**src/design/spap_pkg.sv**
```systemverilog
// ----------------------------------------------------------------------------
// spap_pkg
// Shared constants, codes and types of the slot pool allocator.
// ----------------------------------------------------------------------------
`default_nettype none

package spap_pkg;

	localparam int POOL_SLOTS = 64;
	localparam int SLOT_W     = $clog2(POOL_SLOTS);
	localparam int CNT_W      = $clog2(POOL_SLOTS) + 1;
	localparam int PICK_W     = 16;
	localparam int STATUS_W   = 2;

	localparam logic KIND_ALLOC   = 1'b0;
	localparam logic KIND_RELEASE = 1'b1;

	typedef enum logic [STATUS_W-1:0] {
		STATUS_FRESH    = 2'd0,
		STATUS_REUSED   = 2'd1,
		STATUS_RELEASED = 2'd2,
		STATUS_REJECTED = 2'd3
	} status_t;

	typedef struct packed {
		logic              capture;
		logic              rel_mode;
		logic [SLOT_W-1:0] rel_id;
		logic [SLOT_W-1:0] pick_pos;
		logic [CNT_W-1:0]  live_count;
		logic              append;
		logic [SLOT_W-1:0] append_id;
		logic              compact;
	} cell_ctl_t;

endpackage

`default_nettype wire

```
**src/design/slot_pool_allocator_with_steal_unit.sv**
```systemverilog
// ----------------------------------------------------------------------------
// slot_pool_allocator_with_steal_unit
// Slot id pool: free stack in RAM, ordered live list in a row of cells.
// ----------------------------------------------------------------------------
// Usage:
//   A request is taken when start is high and busy is low. kind selects
//   allocate or release; release_slot names the id to free; victim_pick
//   chooses the live position to reuse when no slot is free.
//   Each request yields exactly one result: done is high for one cycle with
//   slot_id, status and live_total valid. The receiver cannot stall.
//   Timing: done, slot_id, status and live_total are registered from the
//   execute state; busy is high in that state, so a new request is taken
//   only once the last one has left it. This is set by the registered read
//   of the free stack RAM and the registered match flags of the live cells.
//   The result of one request is shown while the next one may be accepted.
//   Reset: all ids are free (highest id popped first), nothing is live.
//   No clearing pass is needed; a low-water mark stands in for the initial
//   contents of the free stack.
// ----------------------------------------------------------------------------
`default_nettype none

module slot_pool_allocator_with_steal_unit (
	input  wire logic                          clk,
	input  wire logic                          arst_n,
	input  wire logic                          start,
	output logic                               busy,
	input  wire logic                          kind,
	input  wire logic [spap_pkg::SLOT_W-1:0]   release_slot,
	input  wire logic [spap_pkg::PICK_W-1:0]   victim_pick,
	output logic                               done,
	output logic      [spap_pkg::SLOT_W-1:0]   slot_id,
	output logic      [spap_pkg::STATUS_W-1:0] status,
	output logic      [spap_pkg::CNT_W-1:0]    live_total
);

	import spap_pkg::*;

	typedef enum logic [1:0] {
		ST_IDLE = 2'b01,
		ST_EXEC = 2'b10
	} state_t;

	state_t             state_q;
	logic               kind_q;
	logic [SLOT_W-1:0]  rel_q;
	logic [SLOT_W-1:0]  rd_addr_q;
	logic [CNT_W-1:0]   live_count_q;
	logic [CNT_W-1:0]   low_water_q;
	logic               done_q;
	logic [SLOT_W-1:0]  slot_id_q;
	status_t            status_q;
	logic [CNT_W-1:0]   live_total_q;

	logic               accept;
	logic               exec;
	logic [CNT_W-1:0]   free_total;
	logic [CNT_W-1:0]   free_top;
	logic               has_free;
	logic               found;
	logic [SLOT_W-1:0]  pop_id;
	logic [SLOT_W-1:0]  ram_rdata;
	logic [SLOT_W-1:0]  victim_id;
	logic               do_pop;
	logic               do_push;
	cell_ctl_t          ctl;

	logic [SLOT_W-1:0]  cell_id  [POOL_SLOTS];
	logic [SLOT_W-1:0]  cell_sel [POOL_SLOTS];
	logic [POOL_SLOTS-1:0] hits;
	logic [POOL_SLOTS-1:0] shifts;

	assign accept     = start && (state_q == ST_IDLE);
	assign exec       = (state_q == ST_EXEC);
	assign busy       = exec;
	assign free_total = CNT_W'(POOL_SLOTS) - live_count_q;
	assign free_top   = free_total - CNT_W'(1);
	assign has_free   = live_count_q < CNT_W'(POOL_SLOTS);
	assign found      = |hits;
	assign pop_id     = ({1'b0, rd_addr_q} < low_water_q) ? rd_addr_q : ram_rdata;
	assign do_pop     = exec && (kind_q == KIND_ALLOC) && has_free;
	assign do_push    = exec && (kind_q == KIND_RELEASE) && found;

	always_comb begin
		ctl            = '0;
		ctl.capture    = accept;
		ctl.rel_mode   = (kind == KIND_RELEASE);
		ctl.rel_id     = release_slot;
		ctl.pick_pos   = SLOT_W'(victim_pick % POOL_SLOTS);
		ctl.live_count = live_count_q;
		ctl.append     = do_pop;
		ctl.append_id  = pop_id;
		ctl.compact    = do_push;
	end

	spap_ram #(
		.WIDTH(SLOT_W),
		.DEPTH(POOL_SLOTS)
	) u_free_stack (
		.clk  (clk),
		.we   (do_push),
		.waddr(free_total[SLOT_W-1:0]),
		.wdata(rel_q),
		.raddr(free_top[SLOT_W-1:0]),
		.rdata(ram_rdata)
	);

	for (genvar i = 0; i < POOL_SLOTS; i++) begin : g_cell
		logic [SLOT_W-1:0] nxt;
		if (i == POOL_SLOTS - 1) begin : g_last
			assign nxt = '0;
		end else begin : g_mid
			assign nxt = cell_id[i+1];
		end
		assign shifts[i] = |hits[i:0];

		spap_cell u_cell (
			.clk    (clk),
			.arst_n (arst_n),
			.ctl    (ctl),
			.pos    (SLOT_W'(i)),
			.shift  (shifts[i]),
			.next_id(nxt),
			.id     (cell_id[i]),
			.hit    (hits[i]),
			.sel_id (cell_sel[i])
		);
	end

	always_comb begin
		victim_id = '0;
		for (int i = 0; i < POOL_SLOTS; i++) begin
			victim_id = victim_id | cell_sel[i];
		end
	end

	always_ff @(posedge clk or negedge arst_n) begin
		if (!arst_n) begin
			state_q      <= ST_IDLE;
			live_count_q <= '0;
			low_water_q  <= CNT_W'(POOL_SLOTS);
			done_q       <= 1'b0;
		end else begin
			done_q <= exec;
			unique case (state_q)
				ST_IDLE: begin
					if (start) begin
						state_q <= ST_EXEC;
					end
				end
				ST_EXEC: begin
					state_q <= ST_IDLE;
					if (do_pop) begin
						live_count_q <= live_count_q + CNT_W'(1);
						if (free_top < low_water_q) begin
							low_water_q <= free_top;
						end
					end else if (do_push) begin
						live_count_q <= live_count_q - CNT_W'(1);
					end
				end
				default: begin
					state_q <= ST_IDLE;
				end
			endcase
		end
	end

	always_ff @(posedge clk) begin
		if (accept) begin
			kind_q    <= kind;
			rel_q     <= release_slot;
			rd_addr_q <= free_top[SLOT_W-1:0];
		end
		if (exec) begin
			if (kind_q == KIND_ALLOC) begin
				if (has_free) begin
					slot_id_q    <= pop_id;
					status_q     <= STATUS_FRESH;
					live_total_q <= live_count_q + CNT_W'(1);
				end else begin
					slot_id_q    <= victim_id;
					status_q     <= STATUS_REUSED;
					live_total_q <= live_count_q;
				end
			end else begin
				slot_id_q <= rel_q;
				if (found) begin
					status_q     <= STATUS_RELEASED;
					live_total_q <= live_count_q - CNT_W'(1);
				end else begin
					status_q     <= STATUS_REJECTED;
					live_total_q <= live_count_q;
				end
			end
		end
	end

	assign done       = done_q;
	assign slot_id    = slot_id_q;
	assign status     = status_q;
	assign live_total = live_total_q;

	a_count_range: assert property (@(posedge clk) disable iff (!arst_n)
		live_count_q <= CNT_W'(POOL_SLOTS))
		else $error("live count above pool size");

	a_one_result: assert property (@(posedge clk) disable iff (!arst_n)
		busy |=> done)
		else $error("request finished without a result");

	a_single_hit: assert property (@(posedge clk) disable iff (!arst_n)
		$onehot0(hits))
		else $error("more than one live cell matched");

	a_reuse_full: assert property (@(posedge clk) disable iff (!arst_n)
		(done && (status_q == STATUS_REUSED)) |-> (live_total == CNT_W'(POOL_SLOTS)))
		else $error("slot reused while free slots remain");

	a_low_water: assert property (@(posedge clk) disable iff (!arst_n)
		low_water_q <= free_total)
		else $error("low-water mark above free count");

endmodule

`default_nettype wire

```
**src/design/spap_ram.sv**
```systemverilog
// ----------------------------------------------------------------------------
// spap_ram
// Generic single write port, single read port RAM with registered read data.
// ----------------------------------------------------------------------------
`default_nettype none

module spap_ram #(
	parameter int WIDTH = 8,
	parameter int DEPTH = 64
) (
	input  wire logic                     clk,
	input  wire logic                     we,
	input  wire logic [$clog2(DEPTH)-1:0] waddr,
	input  wire logic [WIDTH-1:0]         wdata,
	input  wire logic [$clog2(DEPTH)-1:0] raddr,
	output logic      [WIDTH-1:0]         rdata
);

	logic [WIDTH-1:0] mem_q [DEPTH];

	always_ff @(posedge clk) begin
		if (we) begin
			mem_q[waddr] <= wdata;
		end
		rdata <= mem_q[raddr];
	end

endmodule

`default_nettype wire

```
**src/design/spap_cell.sv**
```systemverilog
// ----------------------------------------------------------------------------
// spap_cell
// One live list position: holds an id, matches a request, shifts down on
// compaction and takes a new id on append.
// ----------------------------------------------------------------------------
`default_nettype none

module spap_cell (
	input  wire logic                      clk,
	input  wire logic                      arst_n,
	input  wire spap_pkg::cell_ctl_t       ctl,
	input  wire logic [spap_pkg::SLOT_W-1:0] pos,
	input  wire logic                      shift,
	input  wire logic [spap_pkg::SLOT_W-1:0] next_id,
	output logic      [spap_pkg::SLOT_W-1:0] id,
	output logic                           hit,
	output logic      [spap_pkg::SLOT_W-1:0] sel_id
);

	import spap_pkg::*;

	logic [SLOT_W-1:0] id_q;
	logic              hit_q;
	logic              in_live;

	assign in_live = {1'b0, pos} < ctl.live_count;

	always_ff @(posedge clk or negedge arst_n) begin
		if (!arst_n) begin
			hit_q <= 1'b0;
		end else if (ctl.capture) begin
			hit_q <= ctl.rel_mode ? (in_live && (id_q == ctl.rel_id))
			                      : (pos == ctl.pick_pos);
		end
	end

	always_ff @(posedge clk) begin
		if (ctl.append && ({1'b0, pos} == ctl.live_count)) begin
			id_q <= ctl.append_id;
		end else if (ctl.compact && shift) begin
			id_q <= next_id;
		end
	end

	assign id     = id_q;
	assign hit    = hit_q;
	assign sel_id = hit_q ? id_q : '0;

endmodule

`default_nettype wire
```
**config.mk**
```make
export PLATFORM = sky130hd
export DESIGN_NAME = slot_pool_allocator_with_steal_unit
export DESIGN_NICKNAME = d
export VERILOG_FILES = /design/src/design/spap_pkg.sv /design/src/design/slot_pool_allocator_with_steal_unit.sv /design/src/design/spap_ram.sv /design/src/design/spap_cell.sv
export SDC_FILE = /design/constraint.sdc
export NUM_CORES = 2
export LEC_CHECK = 0
export ABC_AREA = 1
export BUFFER_PORTS_ARGS = -buffer_cell sky130_fd_sc_hd__buf_4
export CAP_MARGIN = 20
export CELL_PAD_IN_SITES_DETAIL_PLACEMENT = 0
export CELL_PAD_IN_SITES_GLOBAL_PLACEMENT = 2
export CORE_ASPECT_RATIO = 1.2
export CORE_MARGIN = 1.5
export CORE_UTILIZATION = 41
export DETAILED_ROUTE_END_ITERATION = 12
export PLACE_DENSITY_LB_ADDON = 0.12
export REMOVE_ABC_BUFFERS = 1
export SYNTH_ARGS = -nofsm -noshare
export SYNTH_HDL_FRONTEND = slang
export SYNTH_HIERARCHICAL = 1
export SYNTH_SLANG_ARGS = --single-unit
```
**constraint.sdc**
```tcl
create_clock -name clk -period 10.35 [get_ports clk]
set_input_delay 1.5525 -clock clk [delete_from_list [all_inputs] [get_ports clk]]
set_output_delay 1.5525 -clock clk [all_outputs]
set_load 0.02 [all_outputs]
```
==> flow_summary.toml <==
[setup_path]
critPathKind = "reg2reg"
timing.rr.start = "live_count_q[1]$_DFFE_PN0P_"
arrival_ns = 5.76
critical_path.endpoint_type = "flop"
r2r_slack_ns = 4.99
crit_path_max_fanout = 41
slowest_stage = "buf_4"
worstSetupStartpointType = "flop"
path_cells = "buf_4, inv_1, ha_1, nand2_1, nand2_1, nand2_2, nand2_4, inv_6, buf_4, nand2_1, or3_4, nand2_1"
reg2reg_depth = 12
cpPeakStageDelay_ns = 0.91
crit_top_cell = "nand2_1"
crit-reg2reg-capture = "g_cell[42].u_cell/id[2]$_DFFE_PP_"
cp.required_ns = 10.75

[route]
drc = 0
via_count = 63068
dr.pass1.iters = 6
postRouteAntennaNets = 0
totalWireLength_mm = 221
detail_route.wl_per_cell_um = 15.7
first_iter_violations = 3884
viasPerCell = 4.47

[sta]
final-hold-violation-count = 0
min_period_ns = 5.36
slew_violations = 0
grt_setup_unrepaired = "no"
fmax_mhz = 187
worstMarginPinSlew_ns = 1.09
maxSlewHeadroom_pct = 27.1
fin_worst_skew_ns = 0.0724
period_share_pct = 51.7
setup_viol = 0
tns_ns = 0

[clocking]
clkLatencyLatePin_ns = 0.78
clockBufferDepth = 3
numCtsBuffers = 100
hold_buffers = 0
cts_root_buf = "clkbuf_16"
cts_tree = "done"
htreeDepth = 3
cts.sinks = 883
clkSlewWorstSetupHoldPaths_ns = 0.07
cts_setup_buffers = 0
cts.repair.resized = 0

[logic_synthesis]
synth_seq_cells = 883
synth.area.top_cells = "edfxtp_1, nand2_1, inv_1"
synth_top_area_share_pct = 33.0
synth_area_um2 = 72300
synth_seq_area_share_pct = 36.0
syn-instance-count = 10644
yosysWarnings = 6
avgSynthCellArea_um2 = 6.80
yosysTopAreaCell = "edfxtp_1"
synth.distinct_cells = 41

[pwr]
netSwitchingFraction_pct = 49.0
power_frac_clock_pct = 22.4
internal-power_mw = 8.36
p_leak_nw = 46.2
pwr-share-seq_pct = 27.3
p_per_area_nw_per_um2 = 199
p_switching_mw = 8.02
p_comb_share_pct = 50.3
ir_drop_mv = 0.226

[global_routing]
grt_max_degree = 95
track_usage_pct = 24.5
grt_pass1_vias = 58735
antenna_found_initial = 8
grt_pass1_wl_mm = 339
grt_overflow = 0

[placement]
io_buffers = 32
hpwl_mm = 143
gp_congestion = 0.844

[min_path]
hold_class = "reg2reg"
min_from = "low_water_q[5]$_DFFE_PN0P_"
holdPathStages = 2
hold_end = "low_water_q[5]$_DFFE_PN0P_"

[run]
maxCapViolations = 0

[cells_and_area]
post-route-util_pct = 47.0
nNetsFinal = 12163
n_antenna_cell = 0
fill_cells = 18014
syn_to_final_growth_pct = 13.7
drive_above_1_share_pct = 7.91

[die]
dieArea_um2 = 179000
start_util_pct = 41.4
core-area_um2 = 175000
die_h_um = 463
io_pins = 43
die_x_um = 386
num_rows = 168

[outcome]
status = "finished clean"
kinds of logic (layout without fill, tap and decap cells):
kind of cell | count (synthesis) | in the layout | synth area share (%)
simple gates | 5914 | 5914 | 34.2
buf+inv | 2744 | 2876 | 15.1
flops | 883 | 883 | 36.0
compound gates | 570 | 570 | 6.17
fa+ha+maj | 397 | 397 | 6.87
xor+xnor | 134 | 134 | 1.62
other cells | 2 | 1053 | 0.0104
registers in the layout, indices dropped and copies added (netlist names):
register            flops
state_q                 2
u_free_stack/rdata      6
low_water_q             7
g_cell.u_cell/id      384
rel_q                   6
kind_q                  1
status                  2
rd_addr_q               6
done                    1
u_free_stack/mem_q    384
live_count_q            7
live_total              7
slot_id                 6
g_cell.u_cell/hit      64
area by class of cell:
class	instances	area (um2)	area share [%]
clock buffers	123	2650	3.22
well taps	2295	2870	3.49
clock inverters	66	743	0.904
repair buffers	102	827	1.01
inverters	2585	9720	11.8
multi-input cells	8068	39400	47.9
flip-flops and latches	883	26100	31.7
worst max-delay path, delay by kind of cell (launching register included):
family / cells / cell delay (ns)
buf+inv: 4 / 2.10
flops: 1 / 0.79
simple gates: 7 / 1.66
fa+ha+maj: 1 / 0.27
worst max path at each step:
stage / end / start / cells after the start
after floorplan: u_free_stack/rdata[3]$_DFF_P_ / live_count_q[0]$_DFFE_PN0P_ / 13
after global placement: g_cell[56].u_cell/id[2]$_DFFE_PP_ / live_count_q[1]$_DFFE_PN0P_ / 12
after detailed placement: g_cell[56].u_cell/id[3]$_DFFE_PP_ / live_count_q[1]$_DFFE_PN0P_ / 12
after CTS: g_cell[42].u_cell/id[3]$_DFFE_PP_ / live_count_q[1]$_DFFE_PN0P_ / 12
after global routing: g_cell[56].u_cell/id[3]$_DFFE_PP_ / live_count_q[1]$_DFFE_PN0P_ / 12
final: g_cell[42].u_cell/id[2]$_DFFE_PP_ / live_count_q[1]$_DFFE_PN0P_ / 12
power groups by stage:
stage | clock network (mW) | registers [mW] | logic, mW
final | 3.67 | 4.47 | 8.25
after CTS | 3.76 | 4.48 | 8.25
after global routing | 3.89 | 4.50 | 9.26
after global placement | 0 | 4.55 | 8.03
after floorplan | 0 | 4.46 | 5.55
after detailed placement | 0 | 4.55 | 8.22
placed cells by master, fill, tap and decap left out, drive strengths merged, types with 6 or more instances in the layout:
cell / netlist / final
nor2: 1116 / 1116
o21ai: 391 / 391
clkinvlp: 0 / 13
inv: 2585 / 2587
a21oi: 110 / 110
edfxtp: 796 / 796
nand3b: 45 / 45
clkbuf: 17 / 124
or3: 42 / 42
conb: 2 / 1053
or2: 24 / 24
nand2: 3825 / 3825
nand3: 726 / 726
a21boi: 43 / 43
dfrtp: 79 / 79
buf: 142 / 101
clkinv: 0 / 42
nor4: 10 / 10
xnor2: 127 / 127
dfxtp: 6 / 6
nand4: 120 / 120
ha: 397 / 397
o21bai: 22 / 22
bufinv: 0 / 9
xor2: 7 / 7
through the flow:
| step | cells | cell area [um2] | hold WS [ns] | power [mW] | worst slack, ns |
|---|---|---|---|---|---|
| floorplan | 11536 | 75100 | 0.449 | 10.0 | 2.41 |
| finish | 14122 | 82300 | 0.488 | 16.4 | 4.99 |
| detailed placement | 13930 | 78800 | 0.474 | 12.8 | 4.88 |
| global route | 14122 | 82300 | 0.513 | 17.6 | 4.65 |
| global placement | 13925 | 78800 | 0.468 | 12.6 | 4.91 |
| CTS | 14119 | 82200 | 0.490 | 16.5 | 4.86 |
Yosys cell counts (all sizes together):
library cell and n:
nand2 3825, inv 2585, nor2 1116, edfxtp 796, nand3 726, ha 397
o21ai 391, buf 142, xnor2 127, nand4 120, a21oi 110, dfrtp 79
nand3b 45, a21boi 43, or3 42, or2 24, o21bai 22, clkbuf 17
nor4 10, xor2 7, dfxtp 6, nor3 5, conb 2, dfstp 2
o211ai 2, a31oi 1, and2 1, o21a 1
layer usage:
layer / share of wire (%) / track usage [%] / vias up
met3: 3.5 / 1.84 / 251
met4: 2.2 / 6.04 / 0
li1: - / - / 33368
met2: 49 / 43.7 / 1038
met1: 46 / 31.8 / 28411
met5: 0 / 0 / -
No activity file was read; power rests on OpenSTA's default activity.
